File: src/rtl/core/adpcm_dec_pkg.sv
// Types, constants and coefficient tables for the ADPCM block decoder.
package adpcm_dec_pkg;

   localparam int unsigned SAMPLE_W  = 16;
   localparam int unsigned COEF_W    = 7;
   localparam int unsigned ACC_W     = 24;
   localparam int unsigned FRAC_BITS = 6;
   localparam int unsigned PRED_W    = ACC_W - FRAC_BITS;
   localparam int unsigned SUM_W     = PRED_W + 1;
   localparam int unsigned NIB_W     = 4;
   localparam int unsigned POS_W     = 4;
   localparam int unsigned FILT_W    = 3;

   localparam logic [NIB_W-1:0]  SHIFT_MAX   = 4'd12;
   localparam logic [NIB_W-1:0]  SHIFT_CLAMP = 4'd9;
   localparam logic [FILT_W-1:0] FILT_MAX    = 3'd4;
   localparam logic [FILT_W-1:0] FILT_NONE   = 3'd0;

   localparam logic signed [ACC_W-1:0] ROUND_BIAS = 24'sd32;
   localparam logic signed [ACC_W-1:0] TRUNC_FIX  = 24'sd63;

   localparam logic [POS_W-1:0] POS_HEADER = 4'd0;
   localparam logic [POS_W-1:0] POS_FLAG   = 4'd1;
   localparam logic [POS_W-1:0] POS_LAST   = 4'd15;

   typedef logic signed [SAMPLE_W-1:0] sample_type;
   typedef logic [COEF_W-1:0]          coef_type;

   typedef enum logic [1:0] {
      MAC_HOLD = 2'd0,
      MAC_LOAD = 2'd1,
      MAC_SUB  = 2'd2
   } mac_op_type;

   typedef struct packed {
      mac_op_type op;
      coef_type   coef;
      sample_type operand;
   } mac_cmd_type;

   function automatic coef_type coef_prev(input logic [FILT_W-1:0] filt);
      coef_type k;
      case (filt)
         3'd1:    k = 7'd60;
         3'd2:    k = 7'd115;
         3'd3:    k = 7'd98;
         3'd4:    k = 7'd122;
         default: k = 7'd0;
      endcase
      return k;
   endfunction

   function automatic coef_type coef_older(input logic [FILT_W-1:0] filt);
      coef_type k;
      case (filt)
         3'd2:    k = 7'd52;
         3'd3:    k = 7'd55;
         3'd4:    k = 7'd60;
         default: k = 7'd0;
      endcase
      return k;
   endfunction

endpackage

File: src/rtl/core/adpcm_dec_if.sv
// Valid/ready channel interfaces for the ADPCM decoder byte input and sample output.
interface adpcm_dec_req_if;
   logic       valid;
   logic       ready;
   logic [7:0] data_byte;
   logic       start_stream;

   modport source (output valid, output data_byte, output start_stream, input ready);
   modport sink   (input valid, input data_byte, input start_stream, output ready);
endinterface

interface adpcm_dec_rsp_if;
   logic               valid;
   logic               ready;
   logic signed [15:0] pcm_sample;
   logic               last_of_byte;
   logic               last_of_block;

   modport source (output valid, output pcm_sample, output last_of_byte,
                   output last_of_block, input ready);
   modport sink   (input valid, input pcm_sample, input last_of_byte,
                   input last_of_block, output ready);
endinterface

File: src/rtl/core/adpcm_dec_mac.sv
// Shared multiply-accumulate unit for the prediction filter.
module adpcm_dec_mac (
   input  logic                                      clock,
   input  adpcm_dec_pkg::mac_cmd_type                cmd,
   output logic signed [adpcm_dec_pkg::ACC_W-1:0]    acc
);

   logic signed [adpcm_dec_pkg::ACC_W-1:0] prod;
   logic signed [adpcm_dec_pkg::ACC_W-1:0] acc_ff;
   logic signed [adpcm_dec_pkg::ACC_W-1:0] acc_in;
   logic signed [adpcm_dec_pkg::COEF_W:0]  coef_s;

   assign coef_s = $signed({1'b0, cmd.coef});
   assign prod   = adpcm_dec_pkg::ACC_W'(coef_s * cmd.operand);

   always_comb begin
      case (cmd.op)
         adpcm_dec_pkg::MAC_LOAD: acc_in = adpcm_dec_pkg::ROUND_BIAS + prod;
         adpcm_dec_pkg::MAC_SUB:  acc_in = acc_ff - prod;
         default:                 acc_in = acc_ff;
      endcase
   end

   always_ff @(posedge clock) begin
      acc_ff <= acc_in;
   end

   assign acc = acc_ff;

endmodule

File: src/rtl/core/adpcm_block_sample_decoder.sv
// Top level of the streaming ADPCM block sample decoder.
//
// Usage:
//  - req_chan carries one raw byte per beat (data_byte) plus start_stream, which
//    clears sample history and block position ahead of that byte.
//  - Bytes arrive in 16-byte blocks: byte 0 is the shift/filter header, byte 1 is
//    ignored, bytes 2..15 each yield two beats on rsp_chan (low nibble first).
//  - Header and flag bytes produce nothing; the sequencer stays idle for them.
//  - A data byte is accepted while idle, then each sample takes two passes through
//    the one shared multiplier (k0*prev in ST_MUL_A, then k1*older in ST_MUL_B),
//    a round/add/saturate step (ST_SUM) and an output step (ST_OUT).
//  - Each sample feeds the next one's prediction, so samples go strictly one
//    after another; req_chan.ready is high only while the sequencer is idle.
//  - A result beat holds in the output register until the sink takes it; the
//    sequencer waits there, so a stall simply stretches the byte's latency.
//  - Synchronous active-high reset clears history, header fields, position and
//    output valid; the block is ready the first cycle after reset drops.
module adpcm_block_sample_decoder (
   input  logic                   clock,
   input  logic                   reset,
   adpcm_dec_req_if.sink          req_chan,
   adpcm_dec_rsp_if.source        rsp_chan
);

   // Sequencer states, one-hot
   typedef enum logic [4:0] {
      ST_IDLE  = 5'b00001,
      ST_MUL_A = 5'b00010,
      ST_MUL_B = 5'b00100,
      ST_SUM   = 5'b01000,
      ST_OUT   = 5'b10000
   } state_type;

   localparam int unsigned SW  = adpcm_dec_pkg::SAMPLE_W;
   localparam int unsigned NW  = adpcm_dec_pkg::NIB_W;
   localparam int unsigned PW  = adpcm_dec_pkg::PRED_W;
   localparam int unsigned UW  = adpcm_dec_pkg::SUM_W;
   localparam int unsigned AW  = adpcm_dec_pkg::ACC_W;

   state_type                              state_ff, state_in;
   adpcm_dec_pkg::sample_type              prev_ff, prev_in;
   adpcm_dec_pkg::sample_type              older_ff, older_in;
   logic [NW-1:0]                          shift_ff, shift_in;
   logic [adpcm_dec_pkg::FILT_W-1:0]       filter_ff, filter_in;
   logic [adpcm_dec_pkg::POS_W-1:0]        pos_ff, pos_in;
   logic [7:0]                             byte_ff, byte_in;
   logic                                   nib_hi_ff, nib_hi_in;
   logic                                   last_blk_ff, last_blk_in;
   adpcm_dec_pkg::sample_type              sample_ff, sample_in;
   logic                                   rsp_valid_ff, rsp_valid_in;

   logic                                   accept;
   logic [adpcm_dec_pkg::POS_W-1:0]        pos_cur;
   adpcm_dec_pkg::mac_cmd_type             mac_cmd;
   logic signed [AW-1:0]                   acc;
   logic signed [AW-1:0]                   acc_adj;
   logic signed [PW-1:0]                   pred;
   logic [NW-1:0]                          nib;
   adpcm_dec_pkg::sample_type              base;
   logic [NW-1:0]                          base_shamt;
   logic signed [UW-1:0]                   sum;
   adpcm_dec_pkg::sample_type              sat;
   logic [NW-1:0]                          hdr_shift;
   logic [adpcm_dec_pkg::FILT_W-1:0]       hdr_filter;

   adpcm_dec_mac u_mac (
      .clock (clock),
      .cmd   (mac_cmd),
      .acc   (acc)
   );

   assign req_chan.ready = (state_ff == ST_IDLE);
   assign accept         = req_chan.valid & req_chan.ready;

   // Start flag restarts the block before this byte is classified
   assign pos_cur = req_chan.start_stream ? adpcm_dec_pkg::POS_HEADER : pos_ff;

   assign hdr_shift  = req_chan.data_byte[NW-1:0];
   assign hdr_filter = req_chan.data_byte[NW+adpcm_dec_pkg::FILT_W-1:NW];

   // Multiplier schedule: load k0*prev (+ rounding bias), then subtract k1*older
   always_comb begin
      mac_cmd.op      = adpcm_dec_pkg::MAC_HOLD;
      mac_cmd.coef    = '0;
      mac_cmd.operand = '0;
      case (state_ff)
         ST_MUL_A: begin
            mac_cmd.op      = adpcm_dec_pkg::MAC_LOAD;
            mac_cmd.coef    = adpcm_dec_pkg::coef_prev(filter_ff);
            mac_cmd.operand = prev_ff;
         end
         ST_MUL_B: begin
            mac_cmd.op      = adpcm_dec_pkg::MAC_SUB;
            mac_cmd.coef    = adpcm_dec_pkg::coef_older(filter_ff);
            mac_cmd.operand = older_ff;
         end
         default: begin
            mac_cmd.op = adpcm_dec_pkg::MAC_HOLD;
         end
      endcase
   end

   // Divide by 64 truncating toward zero: bias negatives before the shift
   assign acc_adj = acc[AW-1] ? (acc + adpcm_dec_pkg::TRUNC_FIX) : acc;
   assign pred    = acc_adj[AW-1:adpcm_dec_pkg::FRAC_BITS];

   // Nibble scaled by 2^(12 - shift); shift is always 0..12 once latched
   assign nib        = nib_hi_ff ? byte_ff[2*NW-1:NW] : byte_ff[NW-1:0];
   assign base_shamt = adpcm_dec_pkg::SHIFT_MAX - shift_ff;
   assign base       = $signed({{(SW-NW){nib[NW-1]}}, nib}) <<< base_shamt;

   assign sum = $signed({{(UW-SW){base[SW-1]}}, base})
              + $signed({{(UW-PW){pred[PW-1]}}, pred});

   // Saturate: in range when the sample sign bit and all bits above it agree
   always_comb begin
      if (sum[UW-1:SW-1] == '0 || sum[UW-1:SW-1] == '1) begin
         sat = sum[SW-1:0];
      end else if (sum[UW-1]) begin
         sat = {1'b1, {(SW-1){1'b0}}};
      end else begin
         sat = {1'b0, {(SW-1){1'b1}}};
      end
   end

   always_comb begin
      state_in     = state_ff;
      prev_in      = prev_ff;
      older_in     = older_ff;
      shift_in     = shift_ff;
      filter_in    = filter_ff;
      pos_in       = pos_ff;
      byte_in      = byte_ff;
      nib_hi_in    = nib_hi_ff;
      last_blk_in  = last_blk_ff;
      sample_in    = sample_ff;
      rsp_valid_in = rsp_valid_ff;
      case (state_ff)
         ST_IDLE: begin
            if (accept) begin
               if (req_chan.start_stream) begin
                  prev_in  = '0;
                  older_in = '0;
               end
               pos_in = pos_cur + 1'b1;
               if (pos_cur == adpcm_dec_pkg::POS_HEADER) begin
                  shift_in  = (hdr_shift > adpcm_dec_pkg::SHIFT_MAX) ?
                              adpcm_dec_pkg::SHIFT_CLAMP : hdr_shift;
                  filter_in = (hdr_filter > adpcm_dec_pkg::FILT_MAX) ?
                              adpcm_dec_pkg::FILT_NONE : hdr_filter;
               end else if (pos_cur != adpcm_dec_pkg::POS_FLAG) begin
                  byte_in     = req_chan.data_byte;
                  nib_hi_in   = 1'b0;
                  last_blk_in = (pos_cur == adpcm_dec_pkg::POS_LAST);
                  state_in    = ST_MUL_A;
               end
            end
         end
         ST_MUL_A: state_in = ST_MUL_B;
         ST_MUL_B: state_in = ST_SUM;
         ST_SUM: begin
            sample_in    = sat;
            older_in     = prev_ff;
            prev_in      = sat;
            rsp_valid_in = 1'b1;
            state_in     = ST_OUT;
         end
         ST_OUT: begin
            if (rsp_chan.ready) begin
               rsp_valid_in = 1'b0;
               if (nib_hi_ff) begin
                  state_in = ST_IDLE;
               end else begin
                  nib_hi_in = 1'b1;
                  state_in  = ST_MUL_A;
               end
            end
         end
         default: state_in = ST_IDLE;
      endcase
   end

   always_ff @(posedge clock) begin
      if (reset) begin
         state_ff     <= ST_IDLE;
         prev_ff      <= '0;
         older_ff     <= '0;
         shift_ff     <= '0;
         filter_ff    <= '0;
         pos_ff       <= '0;
         rsp_valid_ff <= 1'b0;
      end else begin
         state_ff     <= state_in;
         prev_ff      <= prev_in;
         older_ff     <= older_in;
         shift_ff     <= shift_in;
         filter_ff    <= filter_in;
         pos_ff       <= pos_in;
         rsp_valid_ff <= rsp_valid_in;
      end
   end

   // Payload registers
   always_ff @(posedge clock) begin
      byte_ff     <= byte_in;
      nib_hi_ff   <= nib_hi_in;
      last_blk_ff <= last_blk_in;
      sample_ff   <= sample_in;
   end

   assign rsp_chan.valid         = rsp_valid_ff;
   assign rsp_chan.pcm_sample    = sample_ff;
   assign rsp_chan.last_of_byte  = nib_hi_ff;
   assign rsp_chan.last_of_block = nib_hi_ff & last_blk_ff;

endmodule

File: src/flat_wrapper.sv
// flat-port wrapper written by rule: the top's interface ports become plain ports
module adpcm_block_sample_decoder_flat 
  (clock, reset, req_chan_valid, req_chan_data_byte, req_chan_start_stream, req_chan_ready, rsp_chan_valid, rsp_chan_pcm_sample, rsp_chan_last_of_byte, rsp_chan_last_of_block, rsp_chan_ready);
  adpcm_dec_req_if req_chan_i ();
  adpcm_dec_rsp_if rsp_chan_i ();
  input  logic clock;
  input  logic reset;
  input wire logic [$bits(req_chan_i.valid)-1:0] req_chan_valid;
  input wire logic [$bits(req_chan_i.data_byte)-1:0] req_chan_data_byte;
  input wire logic [$bits(req_chan_i.start_stream)-1:0] req_chan_start_stream;
  output wire logic [$bits(req_chan_i.ready)-1:0] req_chan_ready;
  output wire logic [$bits(rsp_chan_i.valid)-1:0] rsp_chan_valid;
  output wire logic [$bits(rsp_chan_i.pcm_sample)-1:0] rsp_chan_pcm_sample;
  output wire logic [$bits(rsp_chan_i.last_of_byte)-1:0] rsp_chan_last_of_byte;
  output wire logic [$bits(rsp_chan_i.last_of_block)-1:0] rsp_chan_last_of_block;
  input wire logic [$bits(rsp_chan_i.ready)-1:0] rsp_chan_ready;
  assign req_chan_i.valid = req_chan_valid;
  assign req_chan_i.data_byte = req_chan_data_byte;
  assign req_chan_i.start_stream = req_chan_start_stream;
  assign req_chan_ready = req_chan_i.ready;
  assign rsp_chan_valid = rsp_chan_i.valid;
  assign rsp_chan_pcm_sample = rsp_chan_i.pcm_sample;
  assign rsp_chan_last_of_byte = rsp_chan_i.last_of_byte;
  assign rsp_chan_last_of_block = rsp_chan_i.last_of_block;
  assign rsp_chan_i.ready = rsp_chan_ready;
  adpcm_block_sample_decoder u_core (.clock(clock), .reset(reset), .req_chan(req_chan_i), .rsp_chan(rsp_chan_i));
endmodule
File: config.mk
export PLATFORM = sky130hd
export DESIGN_NAME = adpcm_block_sample_decoder_flat
export DESIGN_NICKNAME = d
export VERILOG_FILES = /design/src/rtl/core/adpcm_dec_pkg.sv /design/src/rtl/core/adpcm_dec_if.sv /design/src/rtl/core/adpcm_dec_mac.sv /design/src/rtl/core/adpcm_block_sample_decoder.sv /design/src/flat_wrapper.sv
export SDC_FILE = /design/constraint.sdc
export NUM_CORES = 1
export LEC_CHECK = 0
export ABC_CLOCK_PERIOD_IN_PS = 21600
export BUFFER_PORTS_ARGS = -buffer_cell sky130_fd_sc_hd__buf_2
export CAP_MARGIN = 20
export CORE_MARGIN = 2
export CORE_UTILIZATION = 65
export DETAILED_ROUTE_END_ITERATION = 16
export GPL_TIMING_DRIVEN = 0
export PLACE_DENSITY = 0.89
export SLEW_MARGIN = 20
export SYNTH_ARGS = -nofsm -noshare
export SYNTH_HDL_FRONTEND = slang
export SYNTH_SLANG_ARGS = --single-unit
File: constraint.sdc
create_clock -name clock -period 21.6 [get_ports clock]
set_clock_uncertainty 0.15 [all_clocks]
set_input_delay 2.16 -clock clock [delete_from_list [all_inputs] [get_ports clock]]
set_output_delay 2.16 -clock clock [all_outputs]
set_load 0.01 [all_outputs]
* After elaboration in Yosys (flattened, before gate mapping)
Index checks and enable logic that the tools add are counted.
Word-level totals: flip-flop bits (word level) 99, bits of input ports 13, word-level logic and storage cells 87, output and inout port bits 20
Cells by class: eq/ne operators 19, magnitude comparators 2, add/subtract/negate cells 6, mux-type cells 29, bitwise logic cells 3, shift operators 1, multipliers 1, reductions and logical operators 14
Operators with widths (count):
- two-way mux 16 bit | 4
- one-hot mux 16 bit (2 select lines) | 2
- one-hot mux 24 bit (2 select lines) | 1
- one-hot mux 23 bit (2 select lines) | 1
- one-hot mux 7 bit (4 select lines) | 1
- one-hot mux 5 bit (5 select lines) | 1
- adder 24 x 7 -> 24 bit, second input constant | 1
- adder 7 x 24 -> 24 bit, first input constant | 1
- multiplier 8 x 16 -> 24 bit | 1
- two-way mux 24 bit | 1
- subtractor 24 bit | 1
- two-way mux 5 bit | 4
- adder 16 x 18 -> 19 bit | 1
- one-hot mux 6 bit (3 select lines) | 1
- <<< shifter 4 x 4 -> 16 bit | 1
- two-way mux 4 bit | 3
- inequality test 2 bit, second input constant | 5
- equality test 4 bit, second input constant | 2
- zero test 4 bit | 2
- AND reduction 4 bit | 2
- nonzero test 2 bit | 4
- equality test 3 x 2 -> 1 bit, second input constant | 2
- AND reduction 3 bit | 2
- equality test 5 x 1 -> 1 bit, second input constant | 1
- 23 further kinds | 30

* Longest topological paths before layout
Gate-level depths: netlist of run 1.
word-level depth 7, depth in mapped cells 37

* Hierarchy
From an unflattened synthesis of run 1, not the netlist that was laid out.
Second synthesis, totals: cell total of the unflattened synthesis 1364, area, all modules 11618.6 µm²
Modules (own cells, without submodules):
- adpcm_dec_mac | area an instance 6850.3 µm², times used 1, cells an instance 802
- adpcm_block_sample_decoder | area an instance 4768.3 µm², times used 1, cells an instance 562

* Least setup slack after synthesis of run 1
OpenSTA, ideal clock, no wires.
path kind register to register, start register u_core.state_ff[4], end register u_core.u_mac.acc_ff, in the netlist u_core.u_mac.acc[20] (data pin), path slack 12.942 ns, arrival 8.236 ns, data required time 21.178 ns, stages on the path, launching flop included 38, period minus slack after synthesis 8.658 ns, cell sequence dfxtp_1 > or3_1 > nor3b_1 > clkbuf_1 > inv_1 > ha_1 > clkbuf_1 > or2_2 > or2_2 > o21ai_0 > ha_1 > inv_1 > fa_1 > inv_1 > fa_1 > inv_1 > fa_1 > inv_1 > [... 2 more ...] > and2_1 > nand2_1 > a21o_1 > a21oi_1 > xor2_1 > ha_1 > and3_1 > o211ai_1 > a21boi_0 > o41ai_1 > a21oi_1 > a2111oi_1 > a211oi_1 > a211o_1 > and2_1 > maj3_1 > o22ai_1 > xnor2_1
On the way: word-level cells in the longest chain between the ends 5, elaborated cells between the ends (all ways) 10, those cells by class 2 x add/sub; 1 x mul; 4 x eq/ne; 3 x mux
RTL lines:
- start, declared | line adpcm_block_sample_decoder.sv:40 | state_type state_ff, state_in;
- start signal, assigned | line adpcm_block_sample_decoder.sv:193 | state_ff <= state_in;
- equality test 5 x 3 -> 1 bit or equality test 5 x 2 -> 1 bit (tied branches) | line adpcm_block_sample_decoder.sv:86 | case (state_ff)
- one-hot mux 23 bit (2 select lines) | line adpcm_block_sample_decoder.sv:86
- multiplier 8 x 16 -> 24 bit | line adpcm_dec_mac.sv:14 | assign prod = adpcm_dec_pkg::ACC_W'(coef_s * cmd.operand);
- subtractor 24 bit or adder 7 x 24 -> 24 bit (tied branches) | line adpcm_dec_mac.sv:19, adpcm_dec_mac.sv:18
- one-hot mux 24 bit (2 select lines) * | line adpcm_dec_mac.sv:17 | case (cmd.op)
- named net u_core.u_mac.acc_in (one bit) | line adpcm_dec_mac.sv:10 | logic signed [adpcm_dec_pkg::ACC_W-1:0] acc_in;
- end signal, assigned | line adpcm_dec_mac.sv:25 | acc_ff <= acc_in;
- end, declared | line adpcm_dec_mac.sv:9 | logic signed [adpcm_dec_pkg::ACC_W-1:0] acc_ff;
Mark *: on every way through the listed nets, which the timed path passes. The rest lies on a longest branch. A chain may end at the register's enable or synchronous reset.

* Final worst setup path of run 1
Ends and elaborated chain as after synthesis.

==> flow_metrics.tcl, run 1 <==
set metrics [dict create \
    status "complete, no violations" \
    setup_ws_ns 11.30 \
    ctsResizeCount 0 \
    use_met1_pct 40.1 \
    fp.dieH_um 136 \
    ys_seq_area_share_pct 22.0 \
    arrival_ns 10.23 \
    worstSetupPathType "flop to flop" \
    power.share.combinational_pct 27.9 \
    critPathSlowestCell "fa_1" \
    grt_pass1_wl_mm 46.9 \
    final_cell_mix "200 x inv_1, 184 x nor2_1, 95 x nand2_1" \
    period_share_pct 47.7 \
    die_w_um 136 \
    yosys_most_used_dff "edfxtp_1" \
    netlist.area_leader.share_pct 15.6 \
    num_vias 10200 \
    hold_class "flop to flop" \
    max_slew.worst_pin.slew_ns 1.02 \
    clock_sinks 99 \
    synthTopCellsByArea "fa_1 16%, edfxtp_1 13%, ha_1 9.6%, dfxtp_1 8.7%, inv_1 6.6%" \
    drc 0 \
    wl_mm 28.6 \
    hpwl_mm 23.1 \
    htree_num_levels 3 \
    layout-drive-gt1-share_pct 6.63 \
    grtUsageMet2_pct 53.6 \
    setup_viol_count_final 0 \
    swShare_pct 33.9 \
    synth_nets 1574 \
    fin_crit_ns 10.30 \
    clk_latency_ns 0.36 \
    use_met3_pct 5.00 \
    first_global_vias 9804 \
    crit_path_start_kind "flop" \
    synthArstFlopShare_pct 0 \
    ys_ff_latch 99 \
    grt_use_total_pct 32.1 \
    ant_nets 0 \
    relSlewSlack_pct 31.5 \
    syn2layout_area_growth_pct 6.55 \
    post-place-ws_ns 11.54 \
    ys.warnings.count 0 \
    die_area_um2 18500 \
    drt_iter0_drc 1111 \
    numCtsBuffers 9 \
    placed_area_um2 11700 \
    cts_tree "built" \
    numPortBuffers 30 \
    core_um2 17100 \
    synth_area_leader_cell "fa_1" \
    fmaxAchievable_mhz 97.1 \
    place.gp.congestion 1.03 \
    tns_ns 0 \
    cts_buffer_depth 2 \
    cts_setup_buffers 0 \
    slew_violations 0 \
    nets 1615 \
    busiest_layer "met2" \
    finalHoldWorstSlack_ns 0.339 \
    syn-mean-instance-area_um2 8.15 \
    critPathRequiredTime_ns 21.53 \
    synthCells 1386 \
    crit_fanout 10 \
    utilization_pct 70.4 \
    ctsHoldBuffers 0 \
    p_sw_mw 0.176 \
    cts_root_buffer "clkbuf_16" \
    finalInstanceArea_um2 12000 \
    vias_per_cell 6.16 \
    p_leak_nw 5.19 \
    final_common_cell "inv_1" \
    vdd_ir_drop_max_uv 50.6 \
    antenna_found_initial 0 \
    ys_types 74 \
    wl_per_cell_um 17.2 \
    power_frac_seq_pct 39.8 \
    start_util_pct 66.0 \
    slowest_delay_ns 0.54 \
    maxCapViolations 0 \
    power_density_nw_per_um2 43.1 \
    clkSlewWorstSetupHoldPaths_ns 0.08 \
    grt_start_max_net_pins 26 \
    dr.pass1.iters 6 \
    cp-end-kind "flop" \
    internal_power_mw 0.343 \
    fp-row-count 48 \
    n_antenna_cell 0 \
    hold_viol_final 0 \
    io-pin-count 33 \
    power_frac_clock_pct 32.3 \
    rsz0062_at_grt "no" \
    overflow 0 \
    synth_edf_count 50 \
    netlist_area_um2 11300 \
    crit_top_cell "inv_1" \
]
==> routing by layer <==
metal / routed length [um] / vias to the layer above / share of wire, %
li1: - / 4730 / -
met1: 11000 / 4785 / 39
met2: 13600 / 571 / 48
met3: 2280 / 125 / 8.0
met4: 1640 / 0 / 5.8
met5: 0 / - / 0
==> final cells by class <==
type | count | area (um^2)
buffer | 60 | 236
clock inverter | 6 | 57.6
multi-input combinational | 1027 | 7830
sequential | 99 | 2480
tap | 225 | 282
timing repair buffer | 30 | 150
inverter | 200 | 751
clock buffer | 10 | 250
fill | 1303 | 5070
==> through the flow <==
step	power, mW	instances
2_1_floorplan	0.315	1386
3_3_place_gp	0.344	1641
3_5_place_dp	0.349	1641
4_1_cts	0.514	1657
5_1_grt	0.542	1657
6_report	0.518	1657
==> power groups by stage <==
stage	clock (mW)	sequential, mW	combinational (mW)
after floorplan	0	0.210	0.105
after detailed placement	0	0.210	0.139
final	0.168	0.206	0.145
after global routing	0.176	0.206	0.160
after global placement	0	0.210	0.134
after CTS	0.168	0.206	0.140
==> sequential cells by signal, summed over array words and instances (netlist names), 3 cells and up <==
register,count
u_core.byte_ff,8
u_core.filter_ff,3
u_core.older_ff,16
u_core.pos_ff,4
u_core.prev_ff,16
u_core.rsp_chan.pcm_sample,16
u_core.shift_ff,4
u_core.state_ff,5
u_core.u_mac.acc,24
==> worst paths after layout <==
kind	startpoint	endpoint	slack, ns	cells past startpoint
setup reg to reg	u_core.state_ff[4]$_SDFFE_PP0P_	u_core.u_mac.acc[20]$_DFFE_PP_	11.30	37
hold reg to reg	u_core.prev_ff[1]$_SDFFE_PP0P_	u_core.prev_ff[1]$_SDFFE_PP0P_	0.34	2
hold / removal	u_core.prev_ff[1]$_SDFFE_PP0P_	u_core.prev_ff[1]$_SDFFE_PP0P_	0.34	2
setup / recovery	u_core.state_ff[4]$_SDFFE_PP0P_	u_core.u_mac.acc[20]$_DFFE_PP_	11.30	37
==> synthesized netlist by cell type (all sizes together) (5+ instances only) <==
cell type and n:
a2111oi 5, a211oi 6, a21boi 6, a21o 13, a21oi 78, a22oi 35
a31oi 15, and2 16, and3 9, buf 7, clkbuf 53, dfxtp 49
edfxtp 50, fa 88, ha 87, inv 200, maj3 7, mux2i 6
nand2 95, nand2b 10, nand3 20, nand3b 7, nand4 8, nor2 185
nor2b 13, nor3 21, o211ai 7, o21a 6, o21ai 70, o21bai 8
o22ai 24, o31ai 6, or2 30, or3 11, xnor2 68, xor2 26
==> worst max-delay path: cells and delay by family, from the launching register on <==
family | cells | cell delay (ns)
AO/OA/AOI/OAI | 11 | 2.28
XOR/XNOR | 2 | 0.55
adder cells (fa/ha/maj) | 8 | 3.15
buffers and inverters | 8 | 1.52
flip-flops | 1 | 0.34
AND/OR/NAND/NOR | 8 | 2.00
==> cell families after synthesis <==
family | count (synthesis) | synth area share [%]
and+or+nand+nor | 439 | 17.9
AOI/OAI and AO/OA | 304 | 17.4
buffers and inverters | 260 | 8.72
adders and majority gates | 182 | 25.9
DFF | 99 | 22.0
xor gates and xnor gates | 94 | 7.35
muxes | 8 | 0.731
(Power assumes the default switching activity.)
==> run 2: changes to the inputs <==
--- a/config.mk
+++ b/config.mk
@@ -5,7 +5,8 @@
 export SDC_FILE = /design/constraint.sdc
 export NUM_CORES = 1
 export LEC_CHECK = 0
-export ABC_CLOCK_PERIOD_IN_PS = 21600
+export ABC_AREA = 1
+export ABC_CLOCK_PERIOD_IN_PS = 9800
 export BUFFER_PORTS_ARGS = -buffer_cell sky130_fd_sc_hd__buf_2
 export CAP_MARGIN = 20
 export CORE_MARGIN = 2
==> constraint.sdc (replaced) <==
create_clock -name clock -period 9.8 [get_ports clock]
set_clock_uncertainty 0.15 [all_clocks]
set_input_delay 0.98 -clock clock [delete_from_list [all_inputs] [get_ports clock]]
set_output_delay 0.98 -clock clock [all_outputs]
set_load 0.01 [all_outputs]
==> run 2 against run 1 <==
- final cell count is 24% higher
- clock-buffer cell count is 1 lower
- non-clock buffer count is 29 lower
- first-iteration DRC count is 4.4% lower
- sequential cell count stayed put
- largest power group is now combinational cells
- via count is 16% higher
- setup slack worse by 10 ns
- sequential share of layout area is 1.4 points lower
- sequential power grew to 2.7 times the previous value
- area after synthesis is 7.4% higher
- clock power is 130% higher
- global-route usage is 0.98 points higher
==> flow_metrics.tcl, run 2 <==
set metrics [dict create \
    numCtsBuffers 9 \
    num_vias 11800 \
    vias_per_cell 5.75 \
    start_util_pct 66.9 \
    timing.rr.start "u_core.state_ff[0]$_SDFFE_PP1P_" \
    die_area_um2 19800 \
    hold_class "flop to flop" \
    post-place-ws_ns 1.44 \
    clkSlewWorstSetupHoldPaths_ns 0.08 \
    placed_area_um2 12600 \
    utilization_pct 71.2 \
    first_global_vias 11100 \
    clock_sinks 99 \
    fin_crit_ns 8.60 \
    drc 0 \
    synth_nets 1968 \
    fp.dieH_um 141 \
    numPortBuffers 31 \
    hold_start "u_core.older_ff[15]$_SDFFE_PP0P_" \
    multiInputGateArea_um2 8190 \
    clk_latency_ns 0.37 \
    maxCapViolations 0 \
    antenna_found_initial 0 \
    power_density_nw_per_um2 183 \
    yosys_most_used_dff "edfxtp_1" \
    ys.warnings.count 0 \
    p_total_mw 2.36 \
    dr.pass1.iters 5 \
    core_um2 18100 \
    netlist.area_leader.share_pct 14.5 \
    ctsHoldBuffers 0 \
    wl_mm 31.9 \
    p_leak_nw 6.27 \
    max_slew.worst_pin.slew_ns 0.813 \
    ys_types 54 \
    die_w_um 141 \
    final_common_cell "nand2_1" \
    cts_buffer_depth 2 \
    grt_use_total_pct 33.1 \
    vdd_ir_drop_max_uv 401 \
    crit_top_cell "nand2_1" \
    cp-startpoint "u_core.state_ff[0]$_SDFFE_PP1P_" \
    cts_tree "built" \
    netlist_area_um2 12100 \
    nFillCells 1460 \
    finalInstanceArea_um2 12900 \
    dp_cells 2040 \
    crit_fanout 10 \
    synthCells 1780 \
    rsz0062_at_grt "no" \
    n_antenna_cell 0 \
    period_share_pct 87.8 \
    ys_seq_area_share_pct 20.5 \
    fp-row-count 49 \
    largest_reg_flops 24 \
    synth_area_leader_cell "fa_1" \
    syn2layout_area_growth_pct 6.44 \
    cts_root_buffer "clkbuf_16" \
    overflow 0 \
    synthTopCellsByArea "fa_1 15%, nand2_1 14%, edfxtp_1 12%, inv_1 11%, ha_1 9.0%" \
    arrival_ns 8.56 \
    crit_path_start_kind "flop" \
    slowest_delay_ns 0.58 \
    slew_violations 0 \
    hold_viol_final 0 \
    ant_nets 0 \
    critPathRequiredTime_ns 9.76 \
    worstSetupPathType "flop to flop" \
    layout-drive-gt1-share_pct 5.96 \
    setup_viol_count_final 0 \
    tns_ns 0 \
    status "complete, no violations" \
    ys_ff_latch 99 \
    htree_num_levels 3 \
    nets 2011 \
    place.gp.congestion 1.02 \
    fmaxAchievable_mhz 116 \
    cts_setup_buffers 0 \
    wl_per_cell_um 15.5 \
    ctsResizeCount 0 \
    synth_edf_count 50 \
    yosysMostFrequentCell "nand2_1" \
    grt_start_max_net_pins 26 \
    hpwl_mm 26.2 \
    syn-mean-instance-area_um2 6.82 \
    grt_pass1_wl_mm 52.7 \
    setup_ws_ns 1.20 \
    drt_iter0_drc 1062 \
    final-seq-area_um2 2480 \
    synthArstFlopShare_pct 0 \
    fin_cells 2057 \
    final_cell_mix "456 x nand2_1, 343 x inv_1, 211 x nor2_1" \
    critPathSlowestCell "fa_1" \
    cp-end-kind "flop" \
    finalHoldWorstSlack_ns 0.320 \
    synth_common_cells "456 x nand2_1, 344 x inv_1, 211 x nor2_1" \
    relSlewSlack_pct 45.8 \
    io-pin-count 33 \
]
-- run 2: final cells by class --
type | instances | area share [%]
inverters | 352 | 10.2
well taps | 229 | 2.22
repair buffers | 32 | 1.41
flip-flops and latches | 99 | 19.2
clock inverters | 7 | 0.669
multi-input cells | 1300 | 63.5
plain buffers | 29 | 1.04
clock buffers | 9 | 1.74
-- run 2: cell families (layout without fill, tap and decap cells) --
family,after synthesis,after routing,share of synthesized area [%]
flip-flops,99,99,20.5
AND/OR/NAND/NOR,844,844,29.2
adder cells (fa/ha/maj),175,175,23.5
XOR/XNOR,49,49,3.72
multiplexers,3,3,0.248
AO/OA/AOI/OAI,229,229,10.8
buffers and inverters,381,429,12.0
-- run 2: metal layers --
layer	routed length, um	part of all wire (%)	global-route usage (%)	vias to the layer above
met1	13500	42	45.2	5484
met4	1190	3.7	12.7	0
met2	14700	46	54.2	586
met3	2560	8.0	4.04	84
met5	0	0	0	-
li1	-	-	-	5682
-- run 2: power by group --
part	total [mW]	switching [mW]	internal, mW
sequential	0.566	0.0220	0.544
clock	0.385	0.200	0.185
combinational	1.41	0.958	0.454
-- run 2: worst paths after layout --
kind / end / slack (ns) / cells after the start
setup / recovery: u_core.u_mac.acc[23]$_DFFE_PP_ / 1.20 / 36
hold / removal: u_core.older_ff[15]$_SDFFE_PP0P_ / 0.32 / 2
setup reg to reg: u_core.u_mac.acc[23]$_DFFE_PP_ / 1.20 / 36
hold reg to reg: u_core.older_ff[15]$_SDFFE_PP0P_ / 0.32 / 2
-- run 2: critical path: cells and delay by family, from the launching register on --
family                     cells  cell delay (ns)
adders and majority gates      7             3.08
and+or+nand+nor               18             2.69
buffers and inverters          8             1.16
AOI/OAI and AO/OA              2             0.67
DFF                            1             0.36
xor gates and xnor gates       1             0.21
==> run 3: changes to the inputs <==
--- a/config.mk
+++ b/config.mk
@@ -5,10 +5,10 @@
 export SDC_FILE = /design/constraint.sdc
 export NUM_CORES = 1
 export LEC_CHECK = 0
-export ABC_AREA = 1
 export ABC_CLOCK_PERIOD_IN_PS = 9800
 export BUFFER_PORTS_ARGS = -buffer_cell sky130_fd_sc_hd__buf_2
 export CAP_MARGIN = 20
+export CORE_ASPECT_RATIO = 2
 export CORE_MARGIN = 2
 export CORE_UTILIZATION = 65
 export DETAILED_ROUTE_END_ITERATION = 16
==> run 3 against run 2 <==
- register-to-register slack got worse by 0.86 ns
- largest power group is now registers
- combinational power down 77%
- highest routed layer unchanged
- utilization is 0.66 points lower
==> flow_metrics.tcl, run 3 (synthesized netlist as in run 1, its figures left out) <==
set metrics [dict create \
    numCtsBuffers 9 \
    die_w_um 97.2 \
    crit_path_start_kind "flop" \
    nFillCells 1359 \
    overflow 0 \
    status "complete, no violations" \
    grt_pass1_wl_mm 50.2 \
    cts_root_buffer "clkbuf_16" \
    swShare_pct 35.5 \
    hold_class "flop to flop" \
    use_met3_pct 3.89 \
    numPortBuffers 30 \
    finalHoldWorstSlack_ns 0.341 \
    place.gp.congestion 1.01 \
    fmaxAchievable_mhz 106 \
    final_cell_mix "200 x inv_1, 184 x nor2_1, 95 x nand2_1" \
    syn2layout_area_growth_pct 7.21 \
    worstSetupPathType "flop to flop" \
    max_slew.worst_pin.slew_ns 1.10 \
    dr.pass1.iters 5 \
    fp-row-count 68 \
    slew_violations 0 \
    p_leak_nw 5.22 \
    critPathSlowestCell "fa_1" \
    busiest_layer "met2" \
    critPathRequiredTime_ns 9.73 \
    hpwl_mm 25.3 \
    num_vias 10100 \
    nets 1619 \
    layout-drive-gt1-share_pct 7.87 \
    antenna_found_initial 0 \
    grtUsageMet2_pct 61.7 \
    arrival_ns 9.39 \
    power_density_nw_per_um2 94.6 \
    slowest_delay_ns 0.54 \
    vias_per_cell 6.12 \
    crit_top_cell "inv_1" \
    p_sw_mw 0.407 \
    setup_viol_count_final 0 \
    largest_reg_flops 24 \
    use_met1_pct 34.0 \
    maxCapViolations 0 \
    relSlewSlack_pct 26.5 \
    crit_fanout 10 \
    htree_num_levels 3 \
    grt_use_total_pct 34.3 \
    core_um2 17200 \
    fp.dieH_um 190 \
    drc 0 \
    period_share_pct 96.5 \
    ant_nets 0 \
    clk_latency_ns 0.37 \
    grt_start_max_net_pins 26 \
    fin_crit_ns 9.46 \
    power.share.combinational_pct 28.8 \
    power_frac_seq_pct 39.7 \
    hold_viol_final 0 \
    vdd_ir_drop_max_uv 96.0 \
    wl_mm 30.9 \
    utilization_pct 70.5 \
    cts_buffer_depth 2 \
    wl_per_cell_um 18.8 \
    power_frac_clock_pct 31.5 \
    clkSlewWorstSetupHoldPaths_ns 0.08 \
    drt_iter0_drc 638 \
    cp-end-kind "flop" \
    final_common_cell "inv_1" \
    clock_sinks 99 \
    n_antenna_cell 0 \
    io-pin-count 33 \
    first_global_vias 10400 \
    die_area_um2 18500 \
    cts_tree "built" \
    start_util_pct 65.8 \
    internal_power_mw 0.739 \
]
-- run 3: cell count changes in the layout (fill, tap and decap cells not counted), moves of 14 or more --
cell and delta:
nand2_2 -16, nor2_1 -27, a22oi_1 +34, nand2_1 -361, clkbuf_1 +26, a21oi_1 -24, inv_1 -143, or2_2 +22
and2_1 +14, nand3_1 -72, xnor2_1 +46
-- run 3: repair_timing --
item,4_1_cts,5_1_grt
gates resized for setup,7,19
hold buffers,0,0
setup endpoints to repair,6,6
buffers inserted,1,3
pin swaps,1,4
-- run 3: critical path, delay by kind of cell, from the launching register on --
kind,cells,cell delay [ns]
AO/OA/AOI/OAI,12,2.25
XOR/XNOR,2,0.34
adder cells (fa/ha/maj),8,3.12
buffers and inverters,7,0.82
flip-flops,1,0.34
AND/OR/NAND/NOR,8,2.13
-- run 3: stage by stage --
step                      instances  total power [mW]  cell area, um^2  setup WS, ns  TNS, ns
after floorplan                1386             0.694            11300          1.14        0
after global placement         1626             0.771            11700        -0.274    -1.10
after detailed placement       1626             0.781            11700        -0.393    -1.89
after CTS                      1643              1.13            12100        0.0620        0
after global routing           1646              1.19            12100       -0.0120  -0.0120
final                          1646              1.15            12100         0.341        0
-- run 3: final timing paths --
kind | startpoint | endpoint | cells past startpoint | slack [ns]
worst max register to register | u_core.state_ff[4]$_SDFFE_PP0P_ | u_core.u_mac.acc[20]$_DFFE_PP_ | 37 | 0.34
worst max-delay path | u_core.state_ff[4]$_SDFFE_PP0P_ | u_core.u_mac.acc[20]$_DFFE_PP_ | 37 | 0.34
worst min-delay path | u_core.prev_ff[0]$_SDFFE_PP0P_ | u_core.prev_ff[0]$_SDFFE_PP0P_ | 2 | 0.34
worst min register to register | u_core.prev_ff[0]$_SDFFE_PP0P_ | u_core.prev_ff[0]$_SDFFE_PP0P_ | 2 | 0.34
-- run 3: final cells by class --
class / instances / area, um^2 / area share, %
Inverter: 200 / 751 / 6.20
Tap cell: 210 / 263 / 2.17
Timing Repair Buffer: 34 / 180 / 1.49
Multi-Input combinational cell: 1027 / 7900 / 65.2
Buffer: 60 / 249 / 2.06
Clock inverter: 6 / 62.6 / 0.516
Clock buffer: 10 / 229 / 1.89
Sequential cell: 99 / 2480 / 20.5
-- run 3: routing by layer --
| layer | vias to the layer above | part of all wire (%) |
|---|---|---|
| met5 | - | 0 |
| li1 | 4732 | - |
| met4 | 0 | 10 |
| met2 | 374 | 52 |
| met3 | 145 | 3.9 |
| met1 | 4822 | 34 |
-- run 3: power by group through the flow --
stage                     combinational (mW)  sequential, mW  clock, mW
after floorplan                        0.231           0.463          0
after global placement                 0.307           0.464          0
after detailed placement               0.317           0.464          0
after CTS                              0.319           0.454      0.360
after global routing                   0.357           0.455      0.376
final                                  0.330           0.455      0.361
